<file path="src/hdl/frp_pkg.sv">
package frp_pkg;

  localparam int LINE_BITS   = 32;
  localparam int LENGTH_BITS = 16;
  localparam int CNT_BITS    = 32;

  // parser phases
  localparam logic [2:0] PH_SKIP  = 3'd0;
  localparam logic [2:0] PH_NAME  = 3'd1;
  localparam logic [2:0] PH_BASES = 3'd2;
  localparam logic [2:0] PH_PLUS  = 3'd3;
  localparam logic [2:0] PH_QUAL  = 3'd4;
  localparam logic [2:0] PH_ERROR = 3'd5;
  localparam logic [2:0] PH_ENDED = 3'd6;

  // result kinds
  localparam logic [2:0] KIND_NAME     = 3'd0;
  localparam logic [2:0] KIND_BASE     = 3'd1;
  localparam logic [2:0] KIND_QUAL     = 3'd2;
  localparam logic [2:0] KIND_RECORD   = 3'd3;
  localparam logic [2:0] KIND_STREAM   = 3'd4;
  localparam logic [2:0] KIND_BADSTART = 3'd5;
  localparam logic [2:0] KIND_TRUNC    = 3'd6;

  // register indexes
  localparam logic [1:0] REG_ORIENT    = 2'd0;
  localparam logic [1:0] REG_MAX_READS = 2'd1;
  localparam logic [1:0] REG_MAX_BASES = 2'd2;
  localparam logic [1:0] REG_RESERVE   = 2'd3;

  // characters
  localparam logic [7:0] CH_AT       = 8'h40;
  localparam logic [7:0] CH_PLUS     = 8'h2B;
  localparam logic [7:0] CH_LF       = 8'h0A;
  localparam logic [7:0] CH_SPACE    = 8'h20;
  localparam logic [7:0] CH_NUL      = 8'h00;
  localparam logic [7:0] CH_PRINT_LO = 8'h21;
  localparam logic [7:0] CH_PRINT_HI = 8'h7E;

  typedef struct packed {
    logic [3:0]          orientation_mask;
    logic [CNT_BITS-1:0] max_reads_per_chunk;
    logic [CNT_BITS-1:0] max_bases_per_chunk;
    logic [15:0]         reserve_per_read;
  } cfg_t;

  typedef struct packed {
    logic [2:0]             phase;
    logic [LINE_BITS-1:0]   line_count;
    logic [LENGTH_BITS-1:0] quality_length;
    logic [CNT_BITS-1:0]    chunk_read_count;
    logic [CNT_BITS-1:0]    chunk_base_count;
  } state_t;

  typedef struct packed {
    logic [2:0]  kind;
    logic [7:0]  value;
    logic [31:0] line_number;
    logic [15:0] record_length;
    logic [31:0] reads_in_chunk;
    logic        chunk_closed;
  } result_t;

endpackage

</file>
<file path="src/hdl/frp_regs.sv">
module frp_regs import frp_pkg::*; (
  input  logic        clk,
  input  logic        rst,
  input  logic        psel,
  input  logic        penable,
  input  logic        pwrite,
  input  logic [3:0]  paddr,
  input  logic [31:0] pwdata,
  output logic [31:0] prdata,
  output logic        pready,
  output cfg_t        cfg
);

  logic       wr_en;
  logic [1:0] idx;

  assign pready = 1'b1;
  assign idx    = paddr[3:2];
  assign wr_en  = psel && penable && pwrite && pready;

  always_ff @(posedge clk) begin
    if (rst) begin
      cfg.orientation_mask    <= 4'd1;
      cfg.max_reads_per_chunk <= 32'd1048576;
      cfg.max_bases_per_chunk <= 32'd268435456;
      cfg.reserve_per_read    <= 16'd4096;
    end else if (wr_en) begin
      case (idx)
        REG_ORIENT:    cfg.orientation_mask    <= pwdata[3:0];
        REG_MAX_READS: cfg.max_reads_per_chunk <= pwdata;
        REG_MAX_BASES: cfg.max_bases_per_chunk <= pwdata;
        REG_RESERVE:   cfg.reserve_per_read    <= pwdata[15:0];
        default: ;
      endcase
    end
  end

  always_comb begin
    case (idx)
      REG_ORIENT:    prdata = {28'd0, cfg.orientation_mask};
      REG_MAX_READS: prdata = cfg.max_reads_per_chunk;
      REG_MAX_BASES: prdata = cfg.max_bases_per_chunk;
      REG_RESERVE:   prdata = {16'd0, cfg.reserve_per_read};
      default:       prdata = 32'd0;
    endcase
  end

endmodule

</file>
<file path="src/hdl/frp_step.sv">
module frp_step import frp_pkg::*; (
  input  state_t     cur,
  input  cfg_t       cfg,
  input  logic [7:0] data_byte,
  input  logic       end_of_input,
  output state_t     nxt,
  output logic       res_valid,
  output result_t    res
);

  localparam logic [LINE_BITS-1:0]   LINE_MAX = '1;
  localparam logic [LENGTH_BITS-1:0] LEN_MAX  = '1;
  localparam logic [CNT_BITS-1:0]    CNT_MAX  = '1;

  logic [2:0]               mult;
  logic [LINE_BITS-1:0]     line_inc;
  logic [LENGTH_BITS+2:0]   base_prod;
  logic [18:0]              reserve_prod;
  logic [CNT_BITS:0]        read_sum;
  logic [CNT_BITS:0]        base_sum;
  logic [CNT_BITS-1:0]      read_sat;
  logic [CNT_BITS-1:0]      base_sat;
  logic                     closed;

  assign mult = 3'(cfg.orientation_mask[0]) + 3'(cfg.orientation_mask[1])
              + 3'(cfg.orientation_mask[2]) + 3'(cfg.orientation_mask[3]);

  assign line_inc = (cur.line_count != LINE_MAX) ? cur.line_count + 1'b1 : cur.line_count;

  // chunk budget after a record
  assign base_prod    = mult * cur.quality_length;
  assign reserve_prod = mult * cfg.reserve_per_read;
  assign read_sum     = {1'b0, cur.chunk_read_count} + (CNT_BITS+1)'(mult);
  assign base_sum     = {1'b0, cur.chunk_base_count} + (CNT_BITS+1)'(base_prod);
  assign read_sat     = read_sum[CNT_BITS] ? CNT_MAX : read_sum[CNT_BITS-1:0];
  assign base_sat     = base_sum[CNT_BITS] ? CNT_MAX : base_sum[CNT_BITS-1:0];
  assign closed = (({1'b0, read_sat} + (CNT_BITS+1)'(mult))
                     > {1'b0, cfg.max_reads_per_chunk})
               || (({1'b0, base_sat} + (CNT_BITS+1)'(reserve_prod))
                     > {1'b0, cfg.max_bases_per_chunk});

  always_comb begin
    nxt                = cur;
    res_valid          = 1'b0;
    res.kind           = KIND_NAME;
    res.value          = 8'd0;
    res.record_length  = 16'd0;
    res.reads_in_chunk = 32'd0;
    res.chunk_closed   = 1'b0;

    if (cur.phase == PH_ERROR || cur.phase == PH_ENDED) begin
      // sticky, nothing more
    end else if (end_of_input) begin
      res_valid = 1'b1;
      if (cur.phase == PH_SKIP) begin
        res.kind             = KIND_STREAM;
        res.reads_in_chunk   = 32'(cur.chunk_read_count);
        res.chunk_closed     = 1'b1;
        nxt.chunk_read_count = '0;
        nxt.chunk_base_count = '0;
        nxt.phase            = PH_ENDED;
      end else begin
        res.kind  = KIND_TRUNC;
        nxt.phase = PH_ERROR;
      end
    end else begin
      case (cur.phase)
        PH_SKIP: begin
          if (data_byte == CH_LF) begin
            nxt.line_count = line_inc;
          end else if (data_byte == CH_AT) begin
            nxt.phase = PH_NAME;
          end else if (data_byte != CH_SPACE) begin
            nxt.phase = PH_ERROR;
            res_valid = 1'b1;
            res.kind  = KIND_BADSTART;
            res.value = data_byte;
          end
        end
        PH_NAME: begin
          if (data_byte inside {CH_LF, CH_NUL}) begin
            nxt.line_count = line_inc;
            nxt.phase      = PH_BASES;
          end else begin
            res_valid = 1'b1;
            res.kind  = KIND_NAME;
            res.value = data_byte;
          end
        end
        PH_BASES: begin
          if (data_byte inside {CH_PLUS, CH_NUL}) begin
            nxt.phase = PH_PLUS;
          end else if (data_byte inside {[CH_PRINT_LO:CH_PRINT_HI]}) begin
            res_valid = 1'b1;
            res.kind  = KIND_BASE;
            res.value = data_byte;
          end else if (data_byte == CH_LF) begin
            nxt.line_count = line_inc;
          end
        end
        PH_PLUS: begin
          if (data_byte inside {CH_LF, CH_NUL}) begin
            nxt.line_count     = line_inc;
            nxt.quality_length = '0;
            nxt.phase          = PH_QUAL;
          end
        end
        PH_QUAL: begin
          res_valid = 1'b1;
          if (data_byte inside {CH_LF, CH_NUL}) begin
            nxt.line_count       = line_inc;
            nxt.chunk_read_count = closed ? '0 : read_sat;
            nxt.chunk_base_count = closed ? '0 : base_sat;
            nxt.quality_length   = '0;
            nxt.phase            = PH_SKIP;
            res.kind             = KIND_RECORD;
            res.record_length    = 16'(cur.quality_length);
            res.reads_in_chunk   = 32'(read_sat);
            res.chunk_closed     = closed;
          end else begin
            if (cur.quality_length != LEN_MAX) begin
              nxt.quality_length = cur.quality_length + 1'b1;
            end
            res.kind  = KIND_QUAL;
            res.value = data_byte;
          end
        end
        default: ;
      endcase
    end

    res.line_number = 32'(nxt.line_count);
  end

endmodule

</file>
<file path="src/hdl/fastq_record_parser_core.sv">
// a result word is registered and appears in the cycle after its byte is taken
// throughput: one byte per cycle unless the output holds the input back
// the output register frees the input side whenever the held word is taken
// reset (rst, synchronous, active high): parser skips whitespace, all counters
// clear, registers return to mask 1, 1048576 reads, 268435456 bases, reserve 4096
module fastq_record_parser_core import frp_pkg::*; (
  input  logic        clk,
  input  logic        rst,
  // byte input
  input  logic        s_tvalid,
  output logic        s_tready,
  input  logic [7:0]  s_tdata,   // [7:0] data_byte
  input  logic [0:0]  s_tuser,   // [0] end_of_input
  // parsed words
  output logic        m_tvalid,
  input  logic        m_tready,
  output logic [87:0] m_tdata,   // [7:0] value, [39:8] line_number,
                                 // [55:40] record_length, [87:56] reads_in_chunk
  output logic [2:0]  m_tuser,   // [2:0] kind
  output logic        m_tlast,   // chunk_closed
  // register port
  input  logic        psel,
  input  logic        penable,
  input  logic        pwrite,
  input  logic [3:0]  paddr,
  input  logic [31:0] pwdata,
  output logic [31:0] prdata,
  output logic        pready
);

  cfg_t    cfg;
  state_t  state;
  state_t  state_next;
  logic    res_valid;
  result_t res;
  result_t out_word;
  logic    s_accept;

  frp_regs u_regs (
    .clk     (clk),
    .rst     (rst),
    .psel    (psel),
    .penable (penable),
    .pwrite  (pwrite),
    .paddr   (paddr),
    .pwdata  (pwdata),
    .prdata  (prdata),
    .pready  (pready),
    .cfg     (cfg)
  );

  // next-state and result decision for the byte at the input
  frp_step u_step (
    .cur          (state),
    .cfg          (cfg),
    .data_byte    (s_tdata),
    .end_of_input (s_tuser[0]),
    .nxt          (state_next),
    .res_valid    (res_valid),
    .res          (res)
  );

  // take a byte whenever the output slot is empty or being drained
  assign s_tready = !m_tvalid || m_tready;
  assign s_accept = s_tvalid && s_tready;

  // parser state advances on every accepted byte, with or without a result
  always_ff @(posedge clk) begin
    if (rst) begin
      state.phase            <= PH_SKIP;
      state.line_count       <= '0;
      state.quality_length   <= '0;
      state.chunk_read_count <= '0;
      state.chunk_base_count <= '0;
    end else if (s_accept) begin
      state <= state_next;
    end
  end

  // output register
  always_ff @(posedge clk) begin
    if (rst) begin
      m_tvalid <= 1'b0;
    end else if (s_accept) begin
      m_tvalid <= res_valid;
    end else if (m_tready) begin
      m_tvalid <= 1'b0;
    end
  end

  // payload needs no reset
  always_ff @(posedge clk) begin
    if (s_accept && res_valid) begin
      out_word <= res;
    end
  end

  assign m_tdata = {out_word.reads_in_chunk, out_word.record_length,
                    out_word.line_number, out_word.value};
  assign m_tuser = out_word.kind;
  assign m_tlast = out_word.chunk_closed;

`ifndef SYNTHESIS
  // once the parser has stopped, no new word is produced
  a_sticky_stop: assert property (@(posedge clk) disable iff (rst)
    (state.phase == PH_ERROR || state.phase == PH_ENDED) && !m_tvalid |=> !m_tvalid)
    else $error("word produced after error or stream end");

  // only record end or stream end may close a chunk
  a_close_kind: assert property (@(posedge clk) disable iff (rst)
    m_tvalid && m_tlast |-> m_tuser == KIND_RECORD || m_tuser == KIND_STREAM)
    else $error("chunk closed on a character word");

  // stream end always closes the chunk
  a_stream_closes: assert property (@(posedge clk) disable iff (rst)
    m_tvalid && m_tuser == KIND_STREAM |-> m_tlast)
    else $error("stream end without chunk close");

  // a closing record end leaves an empty chunk behind
  a_chunk_clear: assert property (@(posedge clk) disable iff (rst)
    s_accept && res_valid && res.kind == KIND_RECORD && res.chunk_closed
      |=> state.chunk_read_count == '0 && state.chunk_base_count == '0)
    else $error("chunk counts not cleared on close");
`endif

endmodule
</file>
<file path="config.mk">
export PLATFORM = sky130hd
export DESIGN_NAME = fastq_record_parser_core
export DESIGN_NICKNAME = d
export VERILOG_FILES = /design/src/hdl/frp_pkg.sv /design/src/hdl/frp_regs.sv /design/src/hdl/frp_step.sv /design/src/hdl/fastq_record_parser_core.sv
export SDC_FILE = /design/constraint.sdc
export NUM_CORES = 1
export LEC_CHECK = 0
export BUFFER_PORTS_ARGS = -buffer_cell sky130_fd_sc_hd__buf_2
export CORE_ASPECT_RATIO = 0.9
export CORE_MARGIN = 2
export CORE_UTILIZATION = 60
export DETAILED_ROUTE_END_ITERATION = 8
export GPL_ROUTABILITY_DRIVEN = 0
export GPL_TIMING_DRIVEN = 1
export PLACE_DENSITY = 0.8
export SLEW_MARGIN = 10
export SYNTH_ARGS = -nofsm -noshare
export SYNTH_HDL_FRONTEND = slang
export SYNTH_SLANG_ARGS = --single-unit
</file>
<file path="constraint.sdc">
create_clock -name clk -period 16.8 [get_ports clk]
set_input_delay 2.52 -clock clk [delete_from_list [all_inputs] [get_ports clk]]
set_output_delay 2.52 -clock clk [all_outputs]
set_load 0.005 [all_outputs]
</file>
======== Word-level counts from Yosys, hierarchy flattened ========
Cells that the tools add are included.
word-level totals
  bits in registers ....................... 292
  logic and storage cells ................. 141
  input port bits ......................... 52
cells by class
  order comparisons ....................... 4
  equal/unequal tests ..................... 24
  $mul .................................... 2
  reductions and logical operators ........ 28
  $add $sub $neg .......................... 9
  muxes and demuxes ....................... 54
  bitwise logic cells ..................... 4
operator list
  operator                                                          number
  32-bit two-way mux                                                8
  64-bit two-way mux                                                4
  35-bit case mux with 5 select lines                               1
  33-bit two-way mux                                                4
  32-bit case mux with 4 select lines                               1
  112-bit two-way mux                                               1
  35-bit two-way mux                                                2
  32-bit by 19-bit adder with 33-bit output                         2
  32-bit by 3-bit adder with 33-bit output                          2
  33-bit by 32-bit > comparator with 1-bit output                   2
  51-bit two-way mux                                                1
  48-bit two-way mux                                                1
  11-bit two-way mux                                                4
  11-bit case mux with 4 select lines                               1
  3-bit by 16-bit multiplier with 19-bit output                     2
  32-bit by 1-bit adder with 32-bit output (second input constant)  1
  16-bit two-way mux                                                2
  32-bit != test (second input constant)                            1
  16-bit case mux with 2 select lines                               1
  3-bit two-way mux                                                 6
  16-bit by 1-bit adder with 16-bit output (second input constant)  1
  8-bit two-way mux                                                 2
  16-bit != test (second input constant)                            1
  3-bit by 2-bit != test with 1-bit output (second input constant)  4
  other kinds (36)                                                  70

======== Longest topological paths before layout ========
Gate-level depths: netlist of run 1.
  word-level depth ........................ 14
  depth in mapped cells ................... 47

======== Cells and area by module ========
From an unflattened synthesis of run 1, not the netlist that was laid out.
second synthesis, totals
  cell total of the unflattened synthesis .. 2906
  area, all modules ....................... 24325.8 µm²
by module, submodules not included
  module                    cells an instance  area an instance (µm²)  times used  sequential area each (µm²)
  frp_step                  1910               12335.6                 1           0.0
  fastq_record_parser_core  622                7988.9                  1           5084.9
  frp_regs                  374                4001.3                  1           1681.6

======== Worst setup path before layout of run 1 ========
OpenSTA, ideal clock, no wires.
  kind .................................... reg2reg
  from .................................... register u_regs.cfg[80] (netlist name)
  to ...................................... register out_word (netlist bit m_tlast), data pin
  stages on the path, launching flop included .. 45
  arrival ................................. 9.358 ns
  path slack .............................. 7.182 ns
  path buffers ............................ 5
  path through ............................ dfxtp_1 -> ha_1 -> inv_1 -> fa_1 -> clkbuf_1 -> clkbuf_1 -> nor2b_1 -> fa_1 -> inv_1 -> fa_1 -> inv_1 -> ha_1 -> clkbuf_1 -> a211o_1 -> a21oi_1 -> o211ai_1 -> nor3_2 -> nand3b_1 -> (+9 left out) -> o2111ai_1 -> a21oi_1 -> nor3_1 -> o21a_1 -> nor4_1 -> nand2_1 -> xor2_1 -> ha_1 -> nand2_1 -> nor2_1 -> a2111oi_0 -> o21ai_0 -> a221oi_1 -> o22ai_1 -> nor2_1 -> buf_2 -> a21oi_1 -> or2_1
between the ends
  word-level cells in the longest chain between the ends .. 12
  elaborated cells on any way between the ends .. 17
ends and longest elaborated chain
  what                                                   line                            source
  1-bit by 1-bit adder with 2-bit output *               frp_step.sv:25                  assign mult = 3'(cfg.orientation_mask[0]) + 3'(cfg.orientation_mask[1])
  3-bit by 1-bit adder with 3-bit output * (2 in a row)  frp_step.sv:26                  + 3'(cfg.orientation_mask[2]) + 3'(cfg.orientation_mask[3]);
  3-bit by 16-bit multiplier with 19-bit output          frp_step.sv:31                  assign base_prod = mult * cur.quality_length;
  32-bit by 19-bit adder with 33-bit output              frp_step.sv:34                  assign base_sum = {1'b0, cur.chunk_base_count} + (CNT_BITS+1)'(base_prod);
  32-bit two-way mux                                     frp_step.sv:36                  assign base_sat = base_sum[CNT_BITS] ? CNT_MAX : base_sum[CNT_BITS-1:0];
  32-bit by 19-bit adder with 33-bit output              frp_step.sv:39                  || (({1'b0, base_sat} + (CNT_BITS+1)'(reserve_prod))
  33-bit by 32-bit > comparator with 1-bit output        frp_step.sv:40                  > {1'b0, cfg.max_bases_per_chunk});
  1-bit logical OR *                                     frp_step.sv:39
  33-bit two-way mux *                                   frp_step.sv:110                 if (data_byte inside {CH_LF, CH_NUL}) begin
  33-bit two-way mux *                                   frp_step.sv:67                  case (cur.phase)
  33-bit two-way mux *                                   frp_step.sv:53                  end else if (end_of_input) begin
  end signal, assigned                                   fastq_record_parser_core.sv:94  out_word <= res;
  end, declared                                          fastq_record_parser_core.sv:36  result_t out_word;
Every way passes the cells marked *; elsewhere a longest branch is shown, timed or not.
A chain may end at the register's enable or synchronous reset.

======== Worst setup path after layout of run 1 ========
  from .................................... register u_regs.cfg[80] (netlist name)
  to ...................................... register state[8] (netlist name)
between the ends
  word-level cells in the longest chain between the ends .. 13
  elaborated cells on any way between the ends .. 18
ends and longest elaborated chain
  what                                                   line                            source
  1-bit by 1-bit adder with 2-bit output *               frp_step.sv:25
  3-bit by 1-bit adder with 3-bit output * (2 in a row)  frp_step.sv:26
  3-bit by 16-bit multiplier with 19-bit output          frp_step.sv:31
  32-bit by 19-bit adder with 33-bit output              frp_step.sv:34
  32-bit two-way mux                                     frp_step.sv:36
  32-bit by 19-bit adder with 33-bit output              frp_step.sv:39
  33-bit by 32-bit > comparator with 1-bit output        frp_step.sv:40
  1-bit logical OR                                       frp_step.sv:39
  32-bit two-way mux *                                   frp_step.sv:113                 nxt.chunk_base_count = closed ? '0 : base_sat;
  64-bit two-way mux *                                   frp_step.sv:110
  64-bit two-way mux *                                   frp_step.sv:67
  64-bit two-way mux *                                   frp_step.sv:53
  end signal, assigned                                   fastq_record_parser_core.sv:76  state <= state_next;
  end, declared                                          fastq_record_parser_core.sv:32  state_t state;
Every way passes the cells marked *; elsewhere a longest branch is shown, timed or not. The select of a mux whose other input is x is not followed.

==> impl_metrics.csv, run 1 <==
group,metric,value,unit
outcome,status,"finished clean",
route,dr.first_iter.drc_count,2297,
timing,setup_viol,0,
global_route,global_route.overflow_total,0,
logic_synthesis,synth_cell_types,90,
logic_synthesis,synth_top_area_share,18.85,%
route,first_pass_iters,6,
logic_synthesis,yosys.area.top_type,"dfxtp_1",
floorplanning,dieWidth,202.3,µm
power,power_density,74.80,nW/µm²
cts,cts_setup_buffers,0,
worst_setup_path,cp-endpoint,"state[8]$_SDFFE_PP0P_",
timing,fin_setup_tns,0,ns
global_route,grt_max_degree,93,
worst_setup_path,worstReg2RegEnd,"state[8]$_SDFFE_PP0P_",
worst_setup_path,end_kind,"flop",
final_layout,layout-area-overhead-vs-synth,10.76,%
logic_synthesis,synth_edf_count,92,
cts,cts_max_path_buffers,3,
timing,rsz0062_at_grt,"false",
worst_setup_path,crit_required,17.26,ns
timing,skew,0.02952,ns
global_route,track_usage,33.47,%
power,power.leakage,9.588,nW
worst_setup_path,r2r_slack,4.99,ns
worst_setup_path,slowest_delay,0.75,ns
worst_setup_path,arrival,12.27,ns
final_layout,final_common_cell,"nand2_1",
floorplanning,num_rows,65,
logic_synthesis,synth-xor-area-share,4.536,%
logic_synthesis,dominantRegCellSynth,"dfxtp_1",
logic_synthesis,synth.area.mux_share,1.296,%
worst_setup_path,slowest_stage,"nor4_1",
place,io_buffers,175,
cts,cts.clk_slew.worst_paths,0.06,ns
global_route,antenna_found_initial,13,
logic_synthesis,seq_area_frac_synth,31.86,%
cts,hold_buffers,0,
global_route,grt_first_pass_wirelength,100500,µm
route,wl,62880,µm
logic_synthesis,synth_area_per_cell,8.024,µm²
logic_synthesis,yosysWarnings,0,
floorplanning,start_util,60.73,%
final_layout,layout-drive-gt1-share,10.40,%
timing,slew_viol_final,0,
timing,relSlewSlack,16.31,%
timing,finalHoldViolCount,0,
place,place_ws,5.294,ns
timing,fin_crit,11.81,ns
route,vias,20510,
timing,tightest_slew,1.252,ns
worst_setup_path,path_max_fanout,36,
logic_synthesis,synthSimpleGateAreaFrac,23.41,%
route,drcViolationCount,0,
power,ir_drop,0.08040,mV
run,drv_cap,0,
worst_setup_path,cp-startpoint,"u_regs.cfg[80]$_SDFFE_PP1P_",
cts,cts_buffers,34,
logic_synthesis,synth_area,21240,µm²
global_route,grt_pass1_vias,19430,
logic_synthesis,syn_inst,2647,
cts,cts_tree,"done",
cts,clock_latency,0.54,ns
worst_setup_path,critPathMostFrequentCell,"ha_1",
min_path,hold_class,"reg -> reg",
cts,cts_sinks,292,
timing,fin_ws,4.988,ns
logic_synthesis,synth_area_leaders,"dfxtp_1 19%, edfxtp_1 13%, nand2_1 7.8%, ha_1 6.9%, fa_1 6.1%",
worst_setup_path,rr_worst_depth,45,
final_layout,mostFrequentLayoutCells,"442 x nand2_1, 215 x a21oi_1, 206 x inv_1, 200 x dfxtp_1, 174 x buf_2",
logic_synthesis,synth_compound_area_share,19.42,%
cts,cts_resized,0,
place,hpwl,46070,µm
route,ant_nets,0,
logic_synthesis,synth_fp_nets,2881,
floorplanning,core_area,34970,µm²
logic_synthesis,synth_top_family_by_area,"simple AND/OR/NAND/NOR gates",
logic_synthesis,synth_seq_cells,292,
cts,root_buffer,"clkbuf_16",
final_layout,nNetsFinal,2977,
cts,cts_max_level,2,
worst_setup_path,r2r_start,"u_regs.cfg[80]$_SDFFE_PP1P_",
logic_synthesis,synth_fa_ha_area_share,13.02,%
worst_setup_path,crit_type,"reg -> reg",
timing,finalCritPeriodShare,70.31,%
timing,max_freq,84.66,MHz
floorplanning,ios,179,
floorplanning,dieArea,36920,µm²
logic_synthesis,synthArstFlopShare,0,%
route,viasPerCell,6.321,
floorplanning,die_y,182.5,µm
route,wire_per_inst,19.38,µm
worst_setup_path,start_kind,"flop",
final cells by class:
class	count	area, µm²
clock buffers	48	954.7
flip-flops and latches	292	6766
multi-input cells	2003	13130
repair buffers	203	1089
diodes	7	17.52
fillers	2866	11450
well taps	469	586.8
inverters	209	784.5
clock inverters	13	200.2
cells by family (layout without fill, tap and decap cells):
group                      after synthesis  after routing
and+or+nand+nor                       1029           1029
AOI/OAI and AO/OA                      659            659
buffers and inverters                  352            473
DFF                                    292            292
adders and majority gates              182            182
xor gates and xnor gates               110            110
muxes                                   22             22
other                                    1              8
state kept, by name, indices dropped and copies added, names as in the netlist:
register    count
state         115
m_tdata        88
u_regs.cfg     84
m_tuser         3
m_tlast         1
m_tvalid        1
worst max-delay path: cells and delay by family (launching register included):
family / cells / cell delay, ns
adders and majority gates: 10 / 3.45
AOI/OAI and AO/OA: 13 / 3.12
and+or+nand+nor: 12 / 3.01
DFF: 1 / 0.33
buffers and inverters: 9 / 1.46
xor gates and xnor gates: 1 / 0.34
metal layers:
layer | vias up | global-route usage, % | part of all wire (%)
met1 | 9681 | 46.00 | 41
li1 | 9478 | - | -
met5 | - | 0 | 0.13
met3 | 179 | 6.179 | 10
met2 | 1155 | 51.66 | 44
met4 | 12 | 14.77 | 4.4
worst min-delay path by stage:
stage / end / depth (start not counted) / slack (ns) / start
2_1_floorplan: state[17]$_SDFFE_PP0P_ / 2 / 0.43 / state[17]$_SDFFE_PP0P_
3_3_place_gp: state[2]$_SDFFE_PP0P_ / 2 / 0.44 / state[2]$_SDFFE_PP0P_
5_1_grt: u_regs.cfg[52]$_SDFFE_PP0P_ / 2 / 0.48 / u_regs.cfg[52]$_SDFFE_PP0P_
4_1_cts: u_regs.cfg[53]$_SDFFE_PP0P_ / 2 / 0.46 / u_regs.cfg[53]$_SDFFE_PP0P_
3_5_place_dp: u_regs.cfg[53]$_SDFFE_PP0P_ / 2 / 0.45 / u_regs.cfg[53]$_SDFFE_PP0P_
6_report: u_regs.cfg[53]$_SDFFE_PP0P_ / 2 / 0.45 / u_regs.cfg[53]$_SDFFE_PP0P_
power breakdown:
group          internal, mW  total (mW)  switching [mW]
registers             0.767       0.785          0.0183
clock network         0.463       0.771           0.308
logic                0.0671       0.203           0.136
through the flow:
step                      utilization (%)  cell area, µm²  cells  power, mW  hold WS [ns]
after global placement              63.92           22350   3176     0.9905        0.4387
after detailed placement            63.92           22350   3176     0.9970        0.4478
after floorplan                         -           21240   2647     0.9189        0.4295
after CTS                           67.22           23510   3237      1.763        0.4560
after global routing                67.26           23520   3242      1.814        0.4805
final                               67.27           23530   3244      1.760        0.4548
synthesized netlist by cell type (54+ instances only):
library cell    n
nand4_1        55
xnor2_1        54
nand2_1       442
xor2_1         56
o21ai_0       126
a21oi_1       215
and2_1         78
inv_1         206
dfxtp_1       200
edfxtp_1       92
fa_1           65
a22o_1         60
ha_1          117
clkbuf_1      117
nor2_1        167
No activity file was read; power rests on OpenSTA's default activity.
==> inputs of run 2 (changes only) <==
--- a/config.mk
+++ b/config.mk
@@ -8,11 +8,11 @@
 export BUFFER_PORTS_ARGS = -buffer_cell sky130_fd_sc_hd__buf_2
 export CORE_ASPECT_RATIO = 0.9
 export CORE_MARGIN = 2
-export CORE_UTILIZATION = 60
+export CORE_UTILIZATION = 56
 export DETAILED_ROUTE_END_ITERATION = 8
 export GPL_ROUTABILITY_DRIVEN = 0
 export GPL_TIMING_DRIVEN = 1
-export PLACE_DENSITY = 0.8
+export PLACE_DENSITY = 0.78
 export SLEW_MARGIN = 10
 export SYNTH_ARGS = -nofsm -noshare
 export SYNTH_HDL_FRONTEND = slang
==> constraint.sdc (replaced) <==
create_clock -name clk -period 10.05 [get_ports clk]
set_input_delay 1.5075 -clock clk [delete_from_list [all_inputs] [get_ports clk]]
set_output_delay 1.5075 -clock clk [all_outputs]
set_load 0.005 [all_outputs]
==> impl_metrics.csv, run 2 (synthesis results as in run 1) <==
group,metric,value,unit
timing,finalCritPeriodShare,96.16,%
cts,cts_max_path_buffers,3,
route,first_pass_iters,6,
worst_setup_path,r2r_slack,0.39,ns
worst_setup_path,crit_type,"reg -> reg",
timing,max_freq,103.5,MHz
global_route,track_usage,31.83,%
route,dr.first_iter.drc_count,2352,
timing,finalHoldViolCount,0,
worst_setup_path,crit_required,10.51,ns
worst_setup_path,arrival,10.13,ns
power,power.total,2.938,mW
final_layout,layout-area-overhead-vs-synth,13.28,%
cts,hold_buffers,0,
final_layout,largest_reg_flops,115,
worst_setup_path,end_kind,"flop",
min_path,hold_class,"reg -> reg",
cts,clock_latency,0.56,ns
cts,cts.clk_slew.worst_paths,0.06,ns
power,power_density,122.1,nW/µm²
route,wire_per_inst,19.87,µm
cts,root_buffer,"clkbuf_16",
floorplanning,num_rows,67,
timing,fin_crit,9.664,ns
floorplanning,ios,179,
final_layout,final_common_cell,"nand2_1",
place,hpwl,47100,µm
worst_setup_path,critPathMostFrequentCell,"fa_1",
floorplanning,dieWidth,209.3,µm
final_layout,mostFrequentLayoutCells,"441 x nand2_1, 212 x a21oi_1, 205 x inv_1, 200 x dfxtp_1, 174 x buf_2",
global_route,grt_first_pass_wirelength,100800,µm
global_route,global_route.overflow_total,0,
timing,tightest_slew,1.148,ns
final_layout,largest_register,"state",
worst_setup_path,path_max_fanout,17,
run,drv_cap,0,
final_layout,nNetsFinal,3008,
worst_setup_path,slowest_stage,"fa_1",
floorplanning,core_area,37300,µm²
route,viasPerCell,6.270,
power,ir_drop,0.1042,mV
global_route,grt_max_degree,81,
worst_setup_path,slowest_delay,0.59,ns
cts,cts_tree,"done",
final_layout,fill_cells,3063,
timing,skew,0.03741,ns
cts,cts_sinks,292,
route,wl,65310,µm
route,vias,20610,
floorplanning,start_util,56.93,%
power,power.leakage,9.770,nW
cts,cts_max_level,2,
global_route,grt_pass1_vias,19180,
floorplanning,dieArea,39500,µm²
timing,hold_slack,0.4494,ns
floorplanning,die_y,188.8,µm
global_route,antenna_found_initial,8,
route,ant_nets,0,
timing,setup_viol,0,
place,io_buffers,175,
route,drcViolationCount,0,
outcome,status,"finished clean",
cts,cts_buffers,34,
final_layout,layout-drive-gt1-share,12.72,%
timing,relSlewSlack,22.77,%
worst_setup_path,start_kind,"flop",
timing,slew_viol_final,0,
## run 2: changes by cell type in the layout (fill, tap and decap cells not counted), moves of 5 or more
| cell | delta |
|---|---|
| buf_4 | +20 |
| clkbuf_1 | -8 |
| o21ai_0 | -8 |
| ha_1 | -6 |
| o21ai_1 | +6 |
| clkinvlp_4 | +5 |
## run 2: worst paths after layout
path / from / end / depth (start not counted)
worst min-delay path: state[17]$_SDFFE_PP0P_ / state[17]$_SDFFE_PP0P_ / 2
worst max register to register: u_regs.cfg[80]$_SDFFE_PP1P_ / state[40]$_SDFFE_PP0P_ / 42
worst min register to register: state[17]$_SDFFE_PP0P_ / state[17]$_SDFFE_PP0P_ / 2
worst max-delay path: u_regs.cfg[80]$_SDFFE_PP1P_ / state[40]$_SDFFE_PP0P_ / 42
## run 2: critical path, delay by kind of cell (launching register included)
family | cells | cell delay [ns]
adder cells (fa/ha/maj) | 9 | 3.46
AO/OA/AOI/OAI | 13 | 2.72
AND/OR/NAND/NOR | 11 | 1.62
buffers and inverters | 8 | 1.05
flip-flops | 1 | 0.33
XOR/XNOR | 1 | 0.33
## run 2: routing by layer
metal	track usage [%]	wire length, µm
met5	0	28
met1	42.70	26420
met3	6.300	6705
met2	49.06	28850
met4	16.02	3302
## run 2: metrics by stage
step | util [%] | area (µm²) | worst slack [ns] | TNS [ns] | instances
floorplan | - | 21240 | 0.4325 | 0 | 2647
global placement | 60.50 | 22570 | 0.02508 | 0 | 3211
detailed placement | 60.50 | 22570 | -0.07445 | -2.362 | 3211
CTS | 63.59 | 23720 | 0.008336 | 0 | 3271
global route | 64.48 | 24050 | -0.02287 | -0.1741 | 3285
finish | 64.49 | 24060 | 0.3859 | 0 | 3287
## run 2: repair_timing
action,CTS,global route
resized for setup,5,44
buffers inserted,0,4
cloned,0,6
setup endpoints to repair,64,65
pin swaps,0,13
## run 2: where the power goes
part           switching (mW)  internal, mW
Sequential             0.0312          1.28
Combinational           0.232         0.115
Clock                   0.535         0.742
Total                   0.798          2.14
## run 2: cell type report
type	count	area [µm²]	share of cell area (%)
Multi-Input combinational cell	2003	13310	55.32
Sequential cell	292	6766	28.12
Timing Repair Buffer	234	1439	5.981
Clock buffer	39	922.1	3.833
Inverter	209	784.5	3.261
Tap cell	483	604.3	2.512
Clock inverter	21	217.7	0.9049
Antenna cell	6	15.01	0.06241
